File: src/hdl/bcd_rtc_with_alarm_and_ram_banks_core_assert.svh
// assertion macros shared by the clock core
`ifndef BCD_RTC_WITH_ALARM_AND_RAM_BANKS_CORE_ASSERT_SVH
`define BCD_RTC_WITH_ALARM_AND_RAM_BANKS_CORE_ASSERT_SVH

// same-cycle implication, checked out of reset
`define BRTC_ASSERT_NOW(label, ante, cons) \
  label: assert property (@(posedge clk_i) disable iff (!rst_ni) (ante) |-> (cons)) \
    else $error("brtc assertion failed");

// next-cycle implication, checked out of reset
`define BRTC_ASSERT_NEXT(label, ante, cons) \
  label: assert property (@(posedge clk_i) disable iff (!rst_ni) (ante) |=> (cons)) \
    else $error("brtc assertion failed");

`endif

File: src/hdl/brtc_pkg.sv
// shared types, constants and helper functions of the bcd clock core
`default_nettype none

package brtc_pkg;

  localparam int unsigned BANK_COUNT = 4;
  localparam int unsigned BANK_REGS  = 13;
  localparam int unsigned BANK_BITS  = $clog2(BANK_COUNT);
  localparam int unsigned RAM_DEPTH  = BANK_COUNT * BANK_REGS;
  localparam int unsigned RAM_AW     = $clog2(RAM_DEPTH);
  localparam int unsigned DIG_COUNT  = 7;

  localparam logic [BANK_BITS-1:0] BANK_TIME  = BANK_BITS'(0);
  localparam logic [BANK_BITS-1:0] BANK_ALARM = BANK_BITS'(1);

  // register offsets
  localparam logic [3:0] OFF_SEC1  = 4'd0;
  localparam logic [3:0] OFF_SEC10 = 4'd1;
  localparam logic [3:0] OFF_MIN1  = 4'd2;
  localparam logic [3:0] OFF_MIN10 = 4'd3;
  localparam logic [3:0] OFF_HR1   = 4'd4;
  localparam logic [3:0] OFF_HR10  = 4'd5;
  localparam logic [3:0] OFF_DOW   = 4'd6;
  localparam logic [3:0] OFF_DAY1  = 4'd7;
  localparam logic [3:0] OFF_DAY10 = 4'd8;
  localparam logic [3:0] OFF_MON1  = 4'd9;
  localparam logic [3:0] OFF_MON10 = 4'd10;
  localparam logic [3:0] OFF_YR1   = 4'd11;
  localparam logic [3:0] OFF_YR10  = 4'd12;
  localparam logic [3:0] OFF_MODE  = 4'd13;
  localparam logic [3:0] OFF_TEST  = 4'd14;
  localparam logic [3:0] OFF_RESET = 4'd15;

  // bit positions in mode and reset registers
  localparam int unsigned MODE_ALARM_BIT = 2;
  localparam int unsigned MODE_TIMER_BIT = 3;
  localparam int unsigned RST_1HZ_BIT    = 0;
  localparam int unsigned RST_16HZ_BIT   = 1;
  localparam int unsigned RST_ALARM_BIT  = 3;

  localparam logic [11:0] LIM_SEC = 12'd59;
  localparam logic [11:0] LIM_MIN = 12'd59;
  localparam logic [11:0] LIM_HR  = 12'd23;
  localparam logic [11:0] LIM_DOW = 12'd6;
  localparam logic [11:0] LIM_MON = 12'd12;
  localparam logic [11:0] LIM_YR  = 12'd99;

  localparam logic [4:0] MONTH_DAYS [12] = '{
    5'd31, 5'd28, 5'd31, 5'd30, 5'd31, 5'd30,
    5'd31, 5'd31, 5'd30, 5'd31, 5'd30, 5'd31
  };
  localparam logic [4:0] BAD_MONTH_DAYS = 5'd31;

  typedef enum logic [1:0] {
    KIND_READ   = 2'd0,
    KIND_WRITE  = 2'd1,
    KIND_TICK1S = 2'd2,
    KIND_TICK16 = 2'd3
  } kind_e;

  typedef enum logic [2:0] {
    FLD_SEC,
    FLD_MIN,
    FLD_HR,
    FLD_DOW,
    FLD_DAY,
    FLD_MON,
    FLD_YR
  } field_e;

  typedef enum logic [4:0] {
    S_IDLE,
    S_EXEC,
    S_RD_WAIT,
    S_SEC_RD,
    S_SEC_UPD,
    S_SEC_TENS,
    S_MIN_UPD,
    S_MIN_TENS,
    S_HR_UPD,
    S_HR_TENS,
    S_MON_PEEK,
    S_DAY_RD,
    S_DAY_UPD,
    S_DAY_TENS,
    S_DOW_UPD,
    S_MON_UPD,
    S_MON_TENS,
    S_YR_UPD,
    S_YR_TENS,
    S_MATCH,
    S_DONE
  } state_e;

  typedef struct packed {
    field_e     field;
    logic [7:0] ones;
    logic [7:0] tens;
    logic       cin;
    logic [4:0] month_len;
  } alu_op_t;

  typedef struct packed {
    logic [11:0] sum;
    logic        carry;
    logic [3:0]  ones;
    logic [3:0]  tens;
  } alu_res_t;

  function automatic logic [RAM_AW-1:0] bank_index(input logic [BANK_BITS-1:0] b,
                                                  input logic [3:0] r);
    return RAM_AW'(b) * RAM_AW'(BANK_REGS) + RAM_AW'(r);
  endfunction

  function automatic logic [4:0] month_len(input logic [11:0] m);
    logic [3:0] i;
    i = m[3:0] - 4'd1;
    if (m >= 12'd1 && m <= LIM_MON) begin
      return MONTH_DAYS[i];
    end
    return BAD_MONTH_DAYS;
  endfunction

  // quotient by ten for values below 128, by reciprocal multiply
  function automatic logic [3:0] div10(input logic [6:0] v);
    logic [14:0] p;
    p = 15'(v) * 15'd205;
    return p[14:11];
  endfunction

endpackage

`default_nettype wire

File: src/hdl/brtc_ram.sv
// generic single-write, single-read ram with registered read data
`default_nettype none

module brtc_ram #(
  parameter int unsigned WIDTH = 8,
  parameter int unsigned DEPTH = 52
) (
  input  wire logic                     clk_i,
  input  wire logic                     we_i,
  input  wire logic [$clog2(DEPTH)-1:0] waddr_i,
  input  wire logic [WIDTH-1:0]         wdata_i,
  input  wire logic [$clog2(DEPTH)-1:0] raddr_i,
  output logic      [WIDTH-1:0]         rdata_o
);

  logic [WIDTH-1:0] mem_q [DEPTH];
  logic [WIDTH-1:0] rdata_q;

  always_ff @(posedge clk_i) begin
    if (we_i) begin
      mem_q[waddr_i] <= wdata_i;
    end
    rdata_q <= mem_q[raddr_i];
  end

  assign rdata_o = rdata_q;

endmodule

`default_nettype wire

File: src/hdl/brtc_alu.sv
// shared bcd field unit: pair value, carry in, limit compare, wrap and digit split
`default_nettype none

module brtc_alu import brtc_pkg::*; (
  input  wire alu_op_t op_i,
  output alu_res_t     res_o
);

  logic [11:0] sum;
  logic [11:0] lim;
  logic        wrap_one;
  logic        over;
  logic [6:0]  val;
  logic [3:0]  quo;
  logic [6:0]  quo_x10;

  assign sum = 12'(op_i.tens) * 12'd10 + 12'(op_i.ones) + 12'(op_i.cin);

  always_comb begin
    unique case (op_i.field)
      FLD_SEC: lim = LIM_SEC;
      FLD_MIN: lim = LIM_MIN;
      FLD_HR:  lim = LIM_HR;
      FLD_DOW: lim = LIM_DOW;
      FLD_DAY: lim = 12'(op_i.month_len);
      FLD_MON: lim = LIM_MON;
      FLD_YR:  lim = LIM_YR;
      default: lim = LIM_YR;
    endcase
  end

  // day and month restart at one, the rest at zero
  assign wrap_one = (op_i.field == FLD_DAY) || (op_i.field == FLD_MON);
  assign over     = sum > lim;
  assign val      = over ? {6'd0, wrap_one} : sum[6:0];
  assign quo      = div10(val);
  assign quo_x10  = 7'(quo) * 7'd10;

  assign res_o.sum   = sum;
  assign res_o.carry = over;
  assign res_o.tens  = quo;
  assign res_o.ones  = 4'(val - quo_x10);

endmodule

`default_nettype wire

File: src/hdl/bcd_rtc_with_alarm_and_ram_banks_core.sv
// top level of the banked bcd real-time clock with alarm
// Usage:
//   One input channel (in_valid_i / in_stall_o) carries requests: bus read, bus
//   write, one-second tick or sixteenth-second tick, with address_i and
//   write_data_i. Every request gives exactly one response on the output channel
//   (out_valid_o / out_stall_i) with read_data_o and alarm_pulse_o.
//   The block works on one request at a time and stalls its input meanwhile.
//   A bus read of a bank register passes through a ram read-wait state; other
//   reads, bus writes, sixteenth ticks and one-second ticks with the timer off
//   go from the execute state straight to done. An advancing tick walks the
//   time digits through the shared field unit and the ram, then runs the
//   seven-entry alarm compare when the 1 Hz control is off and the mode alarm
//   bit is set. A new request is accepted in the idle state that follows the
//   loading of a response.
//   When the receiver stalls, the response stays in the output register and the
//   next request is accepted and worked on; its response waits until the
//   register is taken.
//   Reset clears all banks (valid bits, no clearing pass), the mode register and
//   the 16 Hz and 1 Hz controls, and enables the seconds timer.
`default_nettype none

module bcd_rtc_with_alarm_and_ram_banks_core import brtc_pkg::*; (
  input  wire logic       clk_i,
  input  wire logic       rst_ni,
  input  wire logic       in_valid_i,
  output logic            in_stall_o,
  input  wire logic [1:0] kind_i,
  input  wire logic [3:0] address_i,
  input  wire logic [7:0] write_data_i,
  output logic            out_valid_o,
  input  wire logic       out_stall_i,
  output logic      [7:0] read_data_o,
  output logic            alarm_pulse_o
);

`include "bcd_rtc_with_alarm_and_ram_banks_core_assert.svh"

  state_e state_q, state_d;

  kind_e       kind_q;
  logic [3:0]  addr_q;
  logic [7:0]  data_q;
  logic [7:0]  mode_q;
  logic        timer_on_q;
  logic        sixteen_on_q;
  logic        one_hz_off_q;
  logic [RAM_DEPTH-1:0] valid_q;
  logic        rd_vld_q;
  logic [7:0]  ones_q;
  logic [3:0]  tens_wr_q;
  logic        carry_q;
  logic        hr_carry_q;
  logic [4:0]  len_q;
  logic [7:0]  mon_ones_q;
  logic [7:0]  mon_tens_q;
  logic [3:0]  dig_q [DIG_COUNT];
  logic        match_q;
  logic [2:0]  cnt_q;
  logic [7:0]  res_data_q;
  logic        res_pulse_q;
  logic        out_valid_q;
  logic [7:0]  out_data_q;
  logic        out_pulse_q;

  logic              in_accept;
  logic              out_free;
  logic              ram_we;
  logic [RAM_AW-1:0] ram_waddr;
  logic [7:0]        ram_wdata;
  logic [RAM_AW-1:0] ram_raddr;
  logic [7:0]        ram_rdata;
  logic [7:0]        rd_data;
  logic [RAM_AW-1:0] bus_idx;
  logic              clr_alarm;
  logic [2:0]        dig_sel;
  logic              match_now;
  alu_op_t           alu_op;
  alu_res_t          alu_res;

  assign in_stall_o = (state_q != S_IDLE);
  assign in_accept  = in_valid_i && !in_stall_o;
  assign out_free   = !out_valid_q || !out_stall_i;

  assign bus_idx   = (addr_q < OFF_MODE) ? bank_index(mode_q[BANK_BITS-1:0], addr_q) : '0;
  assign rd_data   = rd_vld_q ? ram_rdata : 8'd0;
  assign clr_alarm = (state_q == S_EXEC) && (kind_q == KIND_WRITE) &&
                     (addr_q == OFF_RESET) && data_q[RST_ALARM_BIT];

  // alarm compare walks offsets 2..8, data arrives in the cycle after its address
  assign dig_sel   = (cnt_q == 3'd0) ? 3'd0 : cnt_q - 3'd1;
  assign match_now = match_q && ((cnt_q == 3'd0) || (rd_data == {4'd0, dig_q[dig_sel]}));

  brtc_ram #(
    .WIDTH (8),
    .DEPTH (RAM_DEPTH)
  ) u_ram (
    .clk_i   (clk_i),
    .we_i    (ram_we),
    .waddr_i (ram_waddr),
    .wdata_i (ram_wdata),
    .raddr_i (ram_raddr),
    .rdata_o (ram_rdata)
  );

  brtc_alu u_alu (
    .op_i  (alu_op),
    .res_o (alu_res)
  );

  // next state
  always_comb begin
    state_d = state_q;
    unique case (state_q)
      S_IDLE: begin
        if (in_accept) state_d = S_EXEC;
      end
      S_EXEC: begin
        unique case (kind_q)
          KIND_READ:   state_d = (addr_q < OFF_MODE) ? S_RD_WAIT : S_DONE;
          KIND_WRITE:  state_d = S_DONE;
          KIND_TICK1S: state_d = timer_on_q ? S_SEC_RD : S_DONE;
          KIND_TICK16: state_d = S_DONE;
        endcase
      end
      S_RD_WAIT:  state_d = S_DONE;
      S_SEC_RD:   state_d = S_SEC_UPD;
      S_SEC_UPD:  state_d = S_SEC_TENS;
      S_SEC_TENS: state_d = S_MIN_UPD;
      S_MIN_UPD:  state_d = S_MIN_TENS;
      S_MIN_TENS: state_d = S_HR_UPD;
      S_HR_UPD:   state_d = S_HR_TENS;
      S_HR_TENS:  state_d = S_MON_PEEK;
      S_MON_PEEK: state_d = S_DAY_RD;
      S_DAY_RD:   state_d = S_DAY_UPD;
      S_DAY_UPD:  state_d = S_DAY_TENS;
      S_DAY_TENS: state_d = S_DOW_UPD;
      S_DOW_UPD:  state_d = S_MON_UPD;
      S_MON_UPD:  state_d = S_MON_TENS;
      S_MON_TENS: state_d = S_YR_UPD;
      S_YR_UPD:   state_d = S_YR_TENS;
      S_YR_TENS: begin
        if (one_hz_off_q && mode_q[MODE_ALARM_BIT]) state_d = S_MATCH;
        else state_d = S_DONE;
      end
      S_MATCH: begin
        if (cnt_q == 3'd7) state_d = S_DONE;
      end
      S_DONE: begin
        if (out_free) state_d = S_IDLE;
      end
      default: state_d = S_IDLE;
    endcase
  end

  // ram and field unit controls
  always_comb begin
    ram_we    = 1'b0;
    ram_waddr = '0;
    ram_wdata = 8'd0;
    ram_raddr = '0;
    alu_op    = '0;
    unique case (state_q)
      S_EXEC: begin
        ram_raddr = (kind_q == KIND_TICK1S) ? bank_index(BANK_TIME, OFF_SEC1) : bus_idx;
        if (kind_q == KIND_WRITE && addr_q < OFF_MODE) begin
          ram_we    = 1'b1;
          ram_waddr = bus_idx;
          ram_wdata = data_q;
        end
      end
      S_SEC_RD: ram_raddr = bank_index(BANK_TIME, OFF_SEC10);
      S_SEC_UPD: begin
        alu_op.field = FLD_SEC;
        alu_op.ones  = ones_q;
        alu_op.tens  = rd_data;
        alu_op.cin   = 1'b1;
        ram_we       = 1'b1;
        ram_waddr    = bank_index(BANK_TIME, OFF_SEC1);
        ram_wdata    = {4'd0, alu_res.ones};
        ram_raddr    = bank_index(BANK_TIME, OFF_MIN1);
      end
      S_SEC_TENS: begin
        ram_we    = 1'b1;
        ram_waddr = bank_index(BANK_TIME, OFF_SEC10);
        ram_wdata = {4'd0, tens_wr_q};
        ram_raddr = bank_index(BANK_TIME, OFF_MIN10);
      end
      S_MIN_UPD: begin
        alu_op.field = FLD_MIN;
        alu_op.ones  = ones_q;
        alu_op.tens  = rd_data;
        alu_op.cin   = carry_q;
        ram_we       = 1'b1;
        ram_waddr    = bank_index(BANK_TIME, OFF_MIN1);
        ram_wdata    = {4'd0, alu_res.ones};
        ram_raddr    = bank_index(BANK_TIME, OFF_HR1);
      end
      S_MIN_TENS: begin
        ram_we    = 1'b1;
        ram_waddr = bank_index(BANK_TIME, OFF_MIN10);
        ram_wdata = {4'd0, tens_wr_q};
        ram_raddr = bank_index(BANK_TIME, OFF_HR10);
      end
      S_HR_UPD: begin
        alu_op.field = FLD_HR;
        alu_op.ones  = ones_q;
        alu_op.tens  = rd_data;
        alu_op.cin   = carry_q;
        ram_we       = 1'b1;
        ram_waddr    = bank_index(BANK_TIME, OFF_HR1);
        ram_wdata    = {4'd0, alu_res.ones};
        ram_raddr    = bank_index(BANK_TIME, OFF_MON1);
      end
      S_HR_TENS: begin
        ram_we    = 1'b1;
        ram_waddr = bank_index(BANK_TIME, OFF_HR10);
        ram_wdata = {4'd0, tens_wr_q};
        ram_raddr = bank_index(BANK_TIME, OFF_MON10);
      end
      S_MON_PEEK: begin
        // raw month value only, to pick the day limit
        alu_op.field = FLD_MON;
        alu_op.ones  = ones_q;
        alu_op.tens  = rd_data;
        ram_raddr    = bank_index(BANK_TIME, OFF_DAY1);
      end
      S_DAY_RD: ram_raddr = bank_index(BANK_TIME, OFF_DAY10);
      S_DAY_UPD: begin
        alu_op.field     = FLD_DAY;
        alu_op.ones      = ones_q;
        alu_op.tens      = rd_data;
        alu_op.cin       = hr_carry_q;
        alu_op.month_len = len_q;
        ram_we           = 1'b1;
        ram_waddr        = bank_index(BANK_TIME, OFF_DAY1);
        ram_wdata        = {4'd0, alu_res.ones};
        ram_raddr        = bank_index(BANK_TIME, OFF_DOW);
      end
      S_DAY_TENS: begin
        ram_we    = 1'b1;
        ram_waddr = bank_index(BANK_TIME, OFF_DAY10);
        ram_wdata = {4'd0, tens_wr_q};
      end
      S_DOW_UPD: begin
        alu_op.field = FLD_DOW;
        alu_op.ones  = ones_q;
        alu_op.cin   = hr_carry_q;
        ram_we       = 1'b1;
        ram_waddr    = bank_index(BANK_TIME, OFF_DOW);
        ram_wdata    = {4'd0, alu_res.ones};
      end
      S_MON_UPD: begin
        alu_op.field = FLD_MON;
        alu_op.ones  = mon_ones_q;
        alu_op.tens  = mon_tens_q;
        alu_op.cin   = carry_q;
        ram_we       = 1'b1;
        ram_waddr    = bank_index(BANK_TIME, OFF_MON1);
        ram_wdata    = {4'd0, alu_res.ones};
        ram_raddr    = bank_index(BANK_TIME, OFF_YR1);
      end
      S_MON_TENS: begin
        ram_we    = 1'b1;
        ram_waddr = bank_index(BANK_TIME, OFF_MON10);
        ram_wdata = {4'd0, tens_wr_q};
        ram_raddr = bank_index(BANK_TIME, OFF_YR10);
      end
      S_YR_UPD: begin
        alu_op.field = FLD_YR;
        alu_op.ones  = ones_q;
        alu_op.tens  = rd_data;
        alu_op.cin   = carry_q;
        ram_we       = 1'b1;
        ram_waddr    = bank_index(BANK_TIME, OFF_YR1);
        ram_wdata    = {4'd0, alu_res.ones};
      end
      S_YR_TENS: begin
        ram_we    = 1'b1;
        ram_waddr = bank_index(BANK_TIME, OFF_YR10);
        ram_wdata = {4'd0, tens_wr_q};
      end
      S_MATCH: ram_raddr = bank_index(BANK_ALARM, OFF_MIN1 + 4'(cnt_q));
      default: begin
      end
    endcase
  end

  // control state
  always_ff @(posedge clk_i or negedge rst_ni) begin
    if (!rst_ni) begin
      state_q      <= S_IDLE;
      mode_q       <= 8'd0;
      timer_on_q   <= 1'b1;
      sixteen_on_q <= 1'b0;
      one_hz_off_q <= 1'b0;
      valid_q      <= '0;
      out_valid_q  <= 1'b0;
      cnt_q        <= 3'd0;
    end else begin
      state_q <= state_d;
      if (state_q == S_EXEC && kind_q == KIND_WRITE) begin
        if (addr_q == OFF_MODE) begin
          mode_q     <= data_q;
          timer_on_q <= data_q[MODE_TIMER_BIT];
        end else if (addr_q == OFF_RESET) begin
          sixteen_on_q <= !data_q[RST_16HZ_BIT];
          one_hz_off_q <= data_q[RST_1HZ_BIT];
        end
      end
      if (ram_we) valid_q[ram_waddr] <= 1'b1;
      // clearing the alarm digits drops their valid bits, so they read as zero
      if (clr_alarm) begin
        for (int i = OFF_MIN1; i <= OFF_DAY10; i++) begin
          valid_q[bank_index(BANK_ALARM, 4'(i))] <= 1'b0;
        end
      end
      if (state_q == S_YR_TENS) cnt_q <= 3'd0;
      else if (state_q == S_MATCH) cnt_q <= cnt_q + 3'd1;
      if (state_q == S_DONE && out_free) out_valid_q <= 1'b1;
      else if (!out_stall_i) out_valid_q <= 1'b0;
    end
  end

  // datapath
  always_ff @(posedge clk_i) begin
    rd_vld_q <= valid_q[ram_raddr];
    if (in_accept) begin
      kind_q <= kind_e'(kind_i);
      addr_q <= address_i;
      data_q <= write_data_i;
    end
    unique case (state_q)
      S_EXEC: begin
        res_data_q  <= (kind_q == KIND_READ && addr_q == OFF_MODE) ? mode_q : 8'd0;
        res_pulse_q <= (kind_q == KIND_TICK16) && sixteen_on_q;
      end
      S_RD_WAIT: res_data_q <= rd_data;
      S_SEC_RD, S_SEC_TENS, S_MIN_TENS, S_DAY_TENS, S_MON_TENS: ones_q <= rd_data;
      S_HR_TENS: ones_q <= rd_data;
      S_SEC_UPD: begin
        tens_wr_q <= alu_res.tens;
        carry_q   <= alu_res.carry;
      end
      S_MIN_UPD: begin
        tens_wr_q <= alu_res.tens;
        carry_q   <= alu_res.carry;
        dig_q[0]  <= alu_res.ones;
        dig_q[1]  <= alu_res.tens;
      end
      S_HR_UPD: begin
        tens_wr_q  <= alu_res.tens;
        hr_carry_q <= alu_res.carry;
        dig_q[2]   <= alu_res.ones;
        dig_q[3]   <= alu_res.tens;
      end
      S_MON_PEEK: begin
        len_q      <= month_len(alu_res.sum);
        mon_ones_q <= ones_q;
        mon_tens_q <= rd_data;
      end
      S_DAY_RD: ones_q <= rd_data;
      S_DAY_UPD: begin
        tens_wr_q <= alu_res.tens;
        carry_q   <= alu_res.carry;
        dig_q[5]  <= alu_res.ones;
        dig_q[6]  <= alu_res.tens;
      end
      S_DOW_UPD: dig_q[4] <= alu_res.ones;
      S_MON_UPD: begin
        tens_wr_q <= alu_res.tens;
        carry_q   <= alu_res.carry;
      end
      S_YR_UPD: tens_wr_q <= alu_res.tens;
      S_YR_TENS: begin
        match_q     <= 1'b1;
        res_pulse_q <= !one_hz_off_q;
      end
      S_MATCH: begin
        match_q <= match_now;
        if (cnt_q == 3'd7) res_pulse_q <= match_now;
      end
      default: begin
      end
    endcase
    if (state_q == S_DONE && out_free) begin
      out_data_q  <= res_data_q;
      out_pulse_q <= res_pulse_q;
    end
  end

  assign out_valid_o   = out_valid_q;
  assign read_data_o   = out_data_q;
  assign alarm_pulse_o = out_pulse_q;

  `BRTC_ASSERT_NEXT(a_accept_starts, in_valid_i && !in_stall_o, state_q == S_EXEC)
  `BRTC_ASSERT_NOW(a_no_write_idle,
    state_q == S_IDLE || state_q == S_DONE || state_q == S_MATCH, !ram_we)
  `BRTC_ASSERT_NOW(a_bus_no_pulse,
    state_q == S_DONE && (kind_q == KIND_READ || kind_q == KIND_WRITE), !res_pulse_q)
  `BRTC_ASSERT_NOW(a_tick_no_data, state_q == S_DONE && kind_q != KIND_READ,
    res_data_q == 8'd0)
  `BRTC_ASSERT_NEXT(a_done_holds, state_q == S_DONE && out_valid_q && out_stall_i,
    state_q == S_DONE)

endmodule

`default_nettype wire

File: config.mk
export PLATFORM = sky130hd
export DESIGN_NAME = bcd_rtc_with_alarm_and_ram_banks_core
export DESIGN_NICKNAME = d
export VERILOG_FILES = /design/src/hdl/brtc_pkg.sv /design/src/hdl/brtc_ram.sv /design/src/hdl/brtc_alu.sv /design/src/hdl/bcd_rtc_with_alarm_and_ram_banks_core.sv
export VERILOG_INCLUDE_DIRS = /design/src /design/src/hdl
export SDC_FILE = /design/constraint.sdc
export NUM_CORES = 1
export LEC_CHECK = 0
export BUFFER_PORTS_ARGS = -buffer_cell sky130_fd_sc_hd__clkbuf_2
export CELL_PAD_IN_SITES_DETAIL_PLACEMENT = 1
export CELL_PAD_IN_SITES_GLOBAL_PLACEMENT = 1
export CORE_MARGIN = 1
export CORE_UTILIZATION = 49
export CTS_CLUSTER_SIZE = 24
export DETAILED_ROUTE_END_ITERATION = 8
export HOLD_SLACK_MARGIN = 0.08
export MAX_ROUTING_LAYER = met4
export PLACE_DENSITY_LB_ADDON = 0.1
export SETUP_SLACK_MARGIN = 0.5
export SYNTH_ARGS = -nofsm -noshare
export SYNTH_HDL_FRONTEND = slang
export SYNTH_HIERARCHICAL = 1
export SYNTH_SLANG_ARGS = --single-unit
export TNS_END_PERCENT = 30
File: constraint.sdc
create_clock -name clk_i -period 9.5 [get_ports clk_i]
set_input_delay 0.475 -clock clk_i [delete_from_list [all_inputs] [get_ports clk_i]]
set_output_delay 0.475 -clock clk_i [all_outputs]
set_load 0.01 [all_outputs]
# [Yosys cells after proc, flatten, opt, wreduce, memory -nomap -nowiden]
# Memories as Yosys holds them, arrays and structs flattened. A register that Yosys moved wholly into a read port is not among the register bits.
# Cells that the tools add are included.
[word_totals] register_bits=136 ramBits=444 romBits=80 in_bits=18 out_inout_bits=11 word_cells=203 mem_count=3
[classes] addsub=9 multipliers=4 order_cmp=7 n_eq_ne=36 muxes=67 n_bitwise=3 n_reduce_logical=50
[mem_list] name="u_ram.mem_q" words=52 word_bits=8 rd=1 rd_clocked_by_memory_dff=1 write_ports=1 line="brtc_ram.sv:16" text="logic [WIDTH-1:0] mem_q [DEPTH];"
[mem_list] name="(no name shown)" words=16 word_bits=5 rd=1 rd_clocked_by_memory_dff=1 write_ports=0 line="brtc_pkg.sv:119" text="return MONTH_DAYS[i];"
[mem_list] name="dig_q" words=7 word_bits=4 rd=1 rd_clocked_by_memory_dff=0 write_ports=2 line="bcd_rtc_with_alarm_and_ram_banks_core.sv:56" text="logic [3:0] dig_q [DIG_COUNT];"
[op_table] op="$pmux 5 s21" n=1
[op_table] op="$pmux 11 s8" n=1
[op_table] op="$pmux 6 s14" n=1
[op_table] op="$pmux 6 s13" n=1
[op_table] op="$or 52x52->52" n=1
[op_table] op="$eq 5x4->1 const B" n=8
[op_table] op="$pmux 7 s5" n=1
[op_table] op="$pmux 8 s2" n=2
[op_table] op="$mux 5" n=6
[op_table] op="$reduce_or 4->1" n=7
[op_table] op="$mux 3" n=9
[op_table] op="$eq 5x5->1 const B" n=5
[op_table] op="$mux 8" n=3
[op_table] op="$pmux 8 s3" n=1
[op_table] op="$mux 1" n=23
[op_table] op="$mux 22" n=1
[op_table] op="$eq 5x3->1 const B" n=4
[op_table] op="$mux 4" n=5
[op_table] op="$mux 6" n=3
[op_table] op="$reduce_or 6->1" n=3
[op_table] op="$mul 7x8->15 const B" n=1
[op_table] op="$pmux 5 s3" n=1
[op_table] op="$lt 6x7->1 const B" n=2
[op_table] op="$mux 7" n=2
[op_table] op="48 further kinds" n=84

# [Depth between registers and ports, before layout]
# Gate-level depths: netlist of the first run.
[logic_depth] depth_word=14 mapped_depth=48 ltp_nobuf=47

# [Modules after synthesis]
# Netlist of the first run, hierarchy kept.
[modules_own_cells] mod="brtc_ram" instances=1 cells_each=744 area_each_um2=16325.7 seq_area_each_um2=12652.1
[modules_own_cells] mod="bcd_rtc_with_alarm_and_ram_banks_core" instances=1 cells_each=698 area_each_um2=8156.6 seq_area_each_um2=4615.7
[modules_own_cells] mod="brtc_alu" instances=1 cells_each=244 area_each_um2=2103.3 seq_area_each_um2=0.0

# [Least setup slack after synthesis of the first run]
# Ideal clock, no wire load.
[synth_path] kind="register to register" start="register state_q[1]" end="memory u_ram.mem_q[0][3] (data pin)" arrival_time_ps=9534 slack_ps=-434 path_stages_with_launch=45 path_buffers=3 synth_period_minus_slack_ps=9934 path_cell_list="dfrtp_1 buf_4 and2b_1 nand2_1 nor2_1 clkbuf_1 nand2_1 o21ai_0 ha_1 ha_1 ha_1 a21o_1 a31oi_1 and2_1 xnor2_1 ha_1 and4_1 o21a_1 (+9 left out) inv_1 ha_1 inv_1 fa_1 inv_1 ha_1 a21o_1 a21o_1 a21o_1 a21o_1 a21o_1 a21oi_1 xor2_1 fa_1 xnor2_1 xor3_1 a222oi_1 inv_1"
[synth_rtl] element="start, declared" line="bcd_rtc_with_alarm_and_ram_banks_core.sv:38" text="state_e state_q, state_d;"
[synth_rtl] element="start signal, assigned" line="bcd_rtc_with_alarm_and_ram_banks_core.sv:300" text="state_q <= state_d;"
[synth_rtl] element="end, declared" line="brtc_ram.sv:16"

==> impl_metrics.toml, run 1 <==
[min_path]
hp-class = "in -> reg"

[placement]
io_buffers = 28
place_ws_ns = -0.192
hpwl_um = 45400
place_congestion = 0.924

[grt]
grt_pass1_vias = 16900
global_route.usage.met2 = 0.443
grt_max_degree = 73
grt_pass1_wl_um = 107000
antenna_found_initial = 0
overflow = 0
grt_usage = 0.267
use_met1 = 0.352
use_met3 = 0.0305
grt.busiest_layer = "met2"

[logic_synthesis]
synth_edf_count = 509
ys.flop_type = "edfxtp_1"
synth_async_sr_flop_share = 0.122
synth_cell_types = 100
synthCells = 1686
postSynthAreaPerCell_sq_um = 15.8
yosys.area_share.simple = 0.0708
syn_area_sq_mm = 0.0266
synth_nets = 1790
ys_seq_elements = 590
synth_compound_area_frac = 0.0841
synth_fa_ha_area_frac = 0.0441
synth_xor_area_frac = 0.0107
yosysWarnings = 6
synthMuxAreaShare = 0.115
seq_area_frac_synth = 0.650
synth_top_family_by_area = "multiplexers"

[sta]
fmax_mhz = 106
worst_slack_ns = 0.0817
worstMarginPinSlew_ns = 1.22
skew_ns = 0.0398
period_needed_ns = 9.42
hold_viol_final = 0
grt_setup_unrepaired = "yes"
slew-limit-headroom = 0.177
fin_crit_sh = 0.991
finalSetupViolCount = 0
slew_violations = 0

[floorplan]
fp.dieW_um = 235
io_pins = 29
initial_core_util = 0.495
die_y_um = 235
die_area_sq_mm = 0.0552
core.rowCount = 85
core_area_sq_mm = 0.0537

[worst_setup_path]
crit_path_start_kind = "flop"
path_buf_inv = 29
crit_path_end_kind = "flop"
path_delay_family = "buffers and inverters"
worstPathRequired_ns = 9.87
worstSetupPathType = "reg -> reg"
path_max_fanout = 6
crit_arrival_ns = 9.79
critPathMaxStageDelay_ns = 0.45
crit_slowest_cell = "dfrtp_2"
timing.critical_path.mode_cell = "buf_4"

[layout]
multiInputGateArea_sq_mm = 0.00910
seqCellArea_sq_mm = 0.0173
layout.nets = 1961
synthToLayoutAreaGrowth_pct = 17.0
fill_cells = 4933
final_cell_mix = "509 x edfxtp_1, 116 x buf_4, 113 x mux4_2"
drive_gt1_frac = 0.260
layout_commonest_cell = "edfxtp_1"

[clock_network]
cts_tree = "done"
clk_path_buf_depth = 3
cts_max_level = 2
cts_sinks = 590
cts_buffers = 60
clkTransAtPathRegs_ns = 0.06
cts-root-buf = "clkbuf_16"
clkLatencyLatePin_ns = 0.65

[detailed_routing]
drtIter0Drc = 1104
antenna_left = 0
vias = 15800
dr.pass1.iters = 5
wl_um = 71400
viasPerCell = 6.09
drc_errors = 0
avgRoutedWirePerCell_um = 27.5

[flow_run]
maxCapViolations = 0

[outcome]
status = "complete, no violations"
## through the flow
| stage | hold WS (ns) | util | TNS (ns) | cells | cell area (sq um) |
|---|---|---|---|---|---|
| after floorplan | 0.179 | - | 0 | 1686 | 26800 |
| after global placement | 0.403 | 0.520 | 0 | 2402 | 27900 |
| after detailed placement | 0.411 | 0.520 | -17.13 | 2402 | 27900 |
| after CTS | 0.161 | 0.571 | 0 | 2579 | 30700 |
| after global routing | 0.199 | 0.579 | -10.82 | 2601 | 31100 |
| final | 0.205 | 0.579 | 0 | 2602 | 31100 |
## worst register-to-register path: cells and delay by family, from the launching register on
kind            cells  cell delay, ns
xor+xnor            4            0.80
buf+inv            29            3.71
simple gates        5            0.82
flops               1            0.45
compound gates     11            1.89
fa+ha+maj           6            1.49
## per-layer routing
| layer | vias to the layer above | share of wire |
|---|---|---|
| li1 | 6963 | - |
| met1 | 8355 | 0.43 |
| met2 | 410 | 0.51 |
| met3 | 106 | 0.042 |
| met4 | 0 | 0.023 |
| met5 | - | 0 |
## path summary, 6_finish.rpt
kind / depth (start not counted) / end / startpoint / slack [ns]
max in group asynchronous: 2 / state_q[3]$_DFFE_PN0P_ / rst_ni / 8.29
min in group asynchronous: 2 / valid_q[30]$_DFFE_PN0P_ / rst_ni / 0.55
setup reg to reg: 55 / u_ram/mem_q[33][3]$_DFFE_PP_ / state_q[3]$_DFFE_PN0P_ / 0.08
hold reg to reg: 0 / read_data_o[1]$_DFFE_PP_ / res_data_q[1]$_DFFE_PP_ / 0.42
hold / removal: 3 / out_valid_o$_DFFE_PN0P_ / out_stall_i / 0.21
setup / recovery: 55 / u_ram/mem_q[33][3]$_DFFE_PP_ / state_q[3]$_DFFE_PN0P_ / 0.08
## cells in the mapped netlist, types with 9 or more instances
cell type	instances	area, sq um
edfxtp_1	509	15300
mux4_2	113	2540
nor2_1	105	394
nand2_1	84	315
inv_1	74	278
ha_1	73	913
dfrtp_1	71	1780
a21o_1	61	458
o21ai_0	49	245
a21oi_1	47	235
clkbuf_1	31	116
mux2_2	26	293
nand3_1	20	100
and2_1	19	119
buf_2	19	95.1
nor2b_1	18	113
nor3_1	18	90.1
xnor2_1	18	158
a22oi_1	17	128
and3_1	17	106
mux2i_1	16	160
nand2b_1	16	100
o22ai_1	15	93.8
fa_1	13	260
a211oi_1	10	75.1
buf_4	10	75.1
a22o_1	9	78.8
dfxtp_1	9	180
nor4_1	9	56.3
## area by class of cell
cell class	count	share of cell area
antenna	1	0.0000805
multi-input combinational	948	0.293
clock inverter	37	0.0120
inverter	78	0.00974
clock buffer	73	0.0505
timing repair buffer	179	0.0517
tap	696	0.0280
sequential	590	0.555
## kinds of logic (layout without fill, tap and decap cells)
kind of cell / after synthesis / in the layout
flip-flops: 590 / 590
AND/OR/NAND/NOR: 368 / 368
AO/OA/AOI/OAI: 307 / 307
multiplexers: 158 / 158
buffers and inverters: 148 / 367
adder cells (fa/ha/maj): 86 / 86
XOR/XNOR: 29 / 29
other: 0 / 1
## sequential cells by signal, indices dropped and copies added (netlist names), 2 cells and up
| signal | count |
|---|---|
| cnt_q | 3 |
| len_q | 2 |
| mon_tens_q | 8 |
| mode_q | 8 |
| res_data_q | 8 |
| addr_q | 4 |
| valid_q | 52 |
| data_q | 8 |
| state_q | 5 |
| read_data_o | 8 |
| tens_wr_q | 4 |
| kind_q | 2 |
| dig_q | 28 |
| ones_q | 8 |
| mon_ones_q | 8 |
| u_ram/mem_q | 416 |
| u_ram/rdata_o | 8 |
## what timing repair did
action | CTS | global route
resized for setup | 34 | 39
endpoints found under the setup margin | 158 | 163
hold buffers | 15 | 0
pin swaps | 8 | 8
hold endpoints to repair | 85 | 0
buffers inserted | 47 | 15
gates cloned | 5 | 7
Power of run 1 is left out: the tool's default activity adds up to more than one toggle a clock period on the data nets, which glitch-free logic cannot reach.
==> run 2, diff against run 1 <==
CTS_BUF_LIST = sky130_fd_sc_hd__clkbuf_4 sky130_fd_sc_hd__clkbuf_8 sky130_fd_sc_hd__clkbuf_16   (was not set)
RECOVER_POWER = 100   (was not set)
==> impl_metrics.toml, run 2 (synthesis results as in run 1) <==
[clock_network]
cts_max_level = 2
cts-root-buf = "clkbuf_16"
clkTransAtPathRegs_ns = 0.06
cts_sinks = 590
clk_path_buf_depth = 3
clkLatencyLatePin_ns = 0.65
cts_buffers = 60
cts_tree = "done"

[worst_setup_path]
crit_path_start_kind = "flop"
crit_slowest_cell = "dfrtp_2"
r2r-start = "state_q[3]$_DFFE_PN0P_"
path_max_fanout = 7
crit_path_end_kind = "flop"
ff2ff_path_depth = 56
timing.critical_path.mode_cell = "buf_4"
worstSetupPathType = "reg -> reg"
path_buf_inv = 30
critPathMaxStageDelay_ns = 0.45
crit_arrival_ns = 9.83
path_depth = 56
path_delay_family = "buffers and inverters"
crit_start = "state_q[3]$_DFFE_PN0P_"
worstPathRequired_ns = 9.90

[detailed_routing]
drtIter0Drc = 1112
avgRoutedWirePerCell_um = 27.5
dr.pass1.iters = 5
viasPerCell = 6.10
drc_errors = 0
wl_um = 71500
antenna_left = 0
vias = 15900

[floorplan]
io_pins = 29
die_y_um = 235
die_area_sq_mm = 0.0552
core_area_sq_mm = 0.0537
core.rowCount = 85
initial_core_util = 0.495
fp.dieW_um = 235

[placement]
hpwl_um = 45400
placed_cells_incl_taps = 2402
place_ws_ns = -0.192
io_buffers = 28
place_congestion = 0.924

[layout]
layout.nets = 1963
layout_commonest_cell = "edfxtp_1"
drive_gt1_frac = 0.265
largest_reg_flops = 416
regMostFlops = "u_ram/mem_q"
postLayoutCoreUtil = 0.581
synthToLayoutAreaGrowth_pct = 17.3
final_cell_mix = "509 x edfxtp_1, 113 x mux4_2, 111 x buf_4"
top_regs = "u_ram/mem_q x416, valid_q x52, dig_q x28"
seqCellArea_sq_mm = 0.0173
antenna_cells = 0
fill_cells = 4923
finalNonFillerCells = 2603
multiInputGateArea_sq_mm = 0.00914

[grt]
overflow = 0
antenna_found_initial = 0
grt_pass1_wl_um = 107000
grt_max_degree = 73
grt_usage = 0.267
grt_pass1_vias = 16900

[min_path]
hp-start = "out_stall_i"
hp-class = "in -> reg"
worstHoldPathCells = 3

[sta]
finalSetupViolCount = 0
skew_ns = 0.0355
worst_slack_ns = 0.0722
fin_crit_sh = 0.992
slew-limit-headroom = -1.68
grt_setup_unrepaired = "yes"
period_needed_ns = 9.43
slew_violations = 73
hold_viol_final = 0
worstMarginPinSlew_ns = 4.03
hold-worst-slack_ns = 0.200
fmax_mhz = 106

[outcome]
status = "finished with violations"
violations = "max-capacitance violations, max-slew violations"

[flow_run]
maxCapViolations = 1
==> run 2: changes by cell type in the layout (fill, tap and decap cells not counted), sizes merged <==
cell,change
clkbuf,+5
buf,-2
bufbuf,-1
clkinv,+1
diode,-1
inv,-1
==> run 2: cell type report <==
class / instances / share of cell area
multi-input combinational: 948 / 0.293
sequential: 590 / 0.554
inverter: 78 / 0.00987
timing repair buffer: 181 / 0.0515
clock inverter: 37 / 0.0120
tap: 696 / 0.0279
clock buffer: 73 / 0.0518
==> run 2: worst paths after layout <==
path	endpoint	slack, ns
worst max-delay path	u_ram/mem_q[42][3]$_DFFE_PP_	0.07
worst min-delay path	out_valid_o$_DFFE_PN0P_	0.20
worst max register to register	u_ram/mem_q[42][3]$_DFFE_PP_	0.07
worst min register to register	read_data_o[1]$_DFFE_PP_	0.42
max in group asynchronous	state_q[3]$_DFFE_PN0P_	5.12
min in group asynchronous	valid_q[30]$_DFFE_PN0P_	1.82
==> run 2: repair_timing <==
item / 4_1_cts / 5_1_grt
pin swaps: 8 / 11
endpoints found under the setup margin: 158 / 163
buffers inserted: 47 / 17
hold endpoints to repair: 85 / 0
gates cloned: 5 / 7
resized for setup: 34 / 46
hold buffers: 15 / 0
==> run 2: layer usage <==
metal,vias to the layer above,wire length (um),GRT usage
met5,-,0,-
met3,99,2910,0.0303
met2,431,36400,0.442
li1,6965,-,-
met1,8383,30600,0.353
met4,0,1610,0.0700
==> run 2: metrics by stage <==
step,instance area [sq um],TNS [ns]
floorplan,26800,0
detailed placement,27900,-17.13
CTS,30700,0
global route,31200,-15.44
finish,31200,0
global placement,27900,0
==> run 2: worst min-delay path: cells and delay by family <==
| family | cells | cell delay [ns] |
|---|---|---|
| buffers and inverters | 1 | 0.10 |
| and+or+nand+nor | 2 | 0.21 |
Power of run 2 is left out for the same reason.
==> run 3, diff against run 2 <==
BUFFER_PORTS_ARGS = not set   (was -buffer_cell sky130_fd_sc_hd__clkbuf_2)
CORE_UTILIZATION = 50   (was 49)
DONT_BUFFER_PORTS = 1   (was not set)
==> impl_metrics.toml, run 3 (synthesis results as in run 1) <==
[grt]
grt_pass1_vias = 16700
grt_pass1_wl_um = 106000
overflow = 0
antenna_found_initial = 1
grt_usage = 0.272
grt_max_degree = 73

[clock_network]
cts_tree = "done"
clkLatencyLatePin_ns = 0.64
cts_buffers = 60
clk_path_buf_depth = 3
cts_sinks = 590
cts-root-buf = "clkbuf_16"
cts_max_level = 2
clkTransAtPathRegs_ns = 0.06

[detailed_routing]
drtIter0Drc = 1379
wl_met3_um = 2630
met2_length_um = 35400
viasPerCell = 6.15
antenna_left = 0
dr.pass1.iters = 6
vias = 15700
wl_um = 70500
highest_layer = "met4"
drc_errors = 0
avgRoutedWirePerCell_um = 27.6
wl_met1_um = 30600

[floorplan]
die_area_sq_mm = 0.0541
io_pins = 29
core.rowCount = 84
fp.dieW_um = 233
initial_core_util = 0.506
die_y_um = 233
core_area_sq_mm = 0.0526

[outcome]
status = "finished with violations"
violations = "max-capacitance violations, max-slew violations"

[placement]
hpwl_um = 45500
place_congestion = 0.935
io_buffers = 0

[worst_setup_path]
crit_start = "state_q[4]$_DFFE_PN0P_"
r2r_slack_ns = 0.19
crit_arrival_ns = 9.63
timing.critical_path.mode_cell = "inv_2"
crit_path_start_kind = "flop"
r2r-start = "state_q[4]$_DFFE_PN0P_"
path_max_fanout = 52
crit_slowest_cell = "fa_2"
crit_path_end_kind = "flop"
worstSetupPathType = "reg -> reg"
worstPathRequired_ns = 9.82
critPathMaxStageDelay_ns = 0.54

[layout]
final_cell_mix = "509 x edfxtp_1, 113 x mux4_2, 104 x buf_4"
drive_gt1_frac = 0.252
largest_reg_flops = 416
layout.nets = 1920
top_regs = "u_ram/mem_q x416, valid_q x52, dig_q x28"
regMostFlops = "u_ram/mem_q"
fill_cells = 4770
synthToLayoutAreaGrowth_pct = 15.7
layout_commonest_cell = "edfxtp_1"

[sta]
finalSetupViolCount = 0
skew_ns = 0.0181
slew_violations = 73
slew-limit-headroom = -1.75
grt_setup_unrepaired = "yes"
worstMarginPinSlew_ns = 4.12
hold_viol_final = 0
hold-worst-slack_ns = 0.269
fmax_mhz = 107
fin_crit_sh = 0.980
period_needed_ns = 9.31

[flow_run]
maxCapViolations = 1

[min_path]
hp-start = "in_valid_i"
hp-class = "in -> reg"
run 3: cell count changes in the layout (fill, tap and decap cells not counted), sizes merged:
cell	before	now
clkbuf	109	79
buf	129	118
bufbuf	1	2
clkinvlp	2	1
dlygate4sd3	15	16
inv	77	81
clkinv	30	23
diode	0	1
bufinv	6	5
run 3: final timing paths:
check / cells after the start / to
min: 3 / state_q[4]$_DFFE_PN0P_
min reg2reg: 0 / alarm_pulse_o$_DFFE_PP_
max: 44 / u_ram/mem_q[34][2]$_DFFE_PP_
max reg2reg: 44 / u_ram/mem_q[34][2]$_DFFE_PP_
min in group asynchronous: 2 / mode_q[1]$_DFFE_PN0P_
max in group asynchronous: 2 / state_q[2]$_DFFE_PN0P_
run 3: routing by layer:
layer	GRT usage	vias up
li1	-	6886
met1	0.358	8312
met2	0.448	375
met3	0.0290	113
met4	0.0788	0
met5	-	-
run 3: cell type report:
type	instances	area (sq um)	area share
multi-input combinational	948	9080	0.295
clock buffer	77	1650	0.0535
clock inverter	32	315	0.0102
timing repair buffer	138	1280	0.0415
antenna	1	2.50	0.0000813
tap	688	861	0.0280
inverter	78	308	0.0100
sequential	590	17300	0.561
run 3: critical path: cells and delay by family (launching register included):
family | cells | cell delay (ns)
AOI/OAI and AO/OA | 12 | 2.31
xor gates and xnor gates | 2 | 0.42
adders and majority gates | 11 | 3.59
buffers and inverters | 11 | 0.90
DFF | 1 | 0.47
and+or+nand+nor | 8 | 1.24
run 3: per-stage QoR:
step	instance area (sq um)	setup TNS, ns	instances	utilization	setup WS, ns
after CTS	30500	0	2542	0.581	0.257
after floorplan	26800	0	1686	-	0.458
final	30800	0	2552	0.585	0.192
after global placement	27800	0	2365	0.529	0.0845
after detailed placement	27800	-9.17	2365	0.529	-0.144
after global routing	30800	-13.67	2551	0.585	-0.154
run 3: timing repair:
item	in CTS	in global routing
buffers inserted	46	8
pin swaps	10	8
cloned	5	0
gates resized for setup	24	41
hold endpoints to repair	87	0
hold buffers	17	0
endpoints found under the setup margin	158	160
Power of run 3 is left out for the same reason.
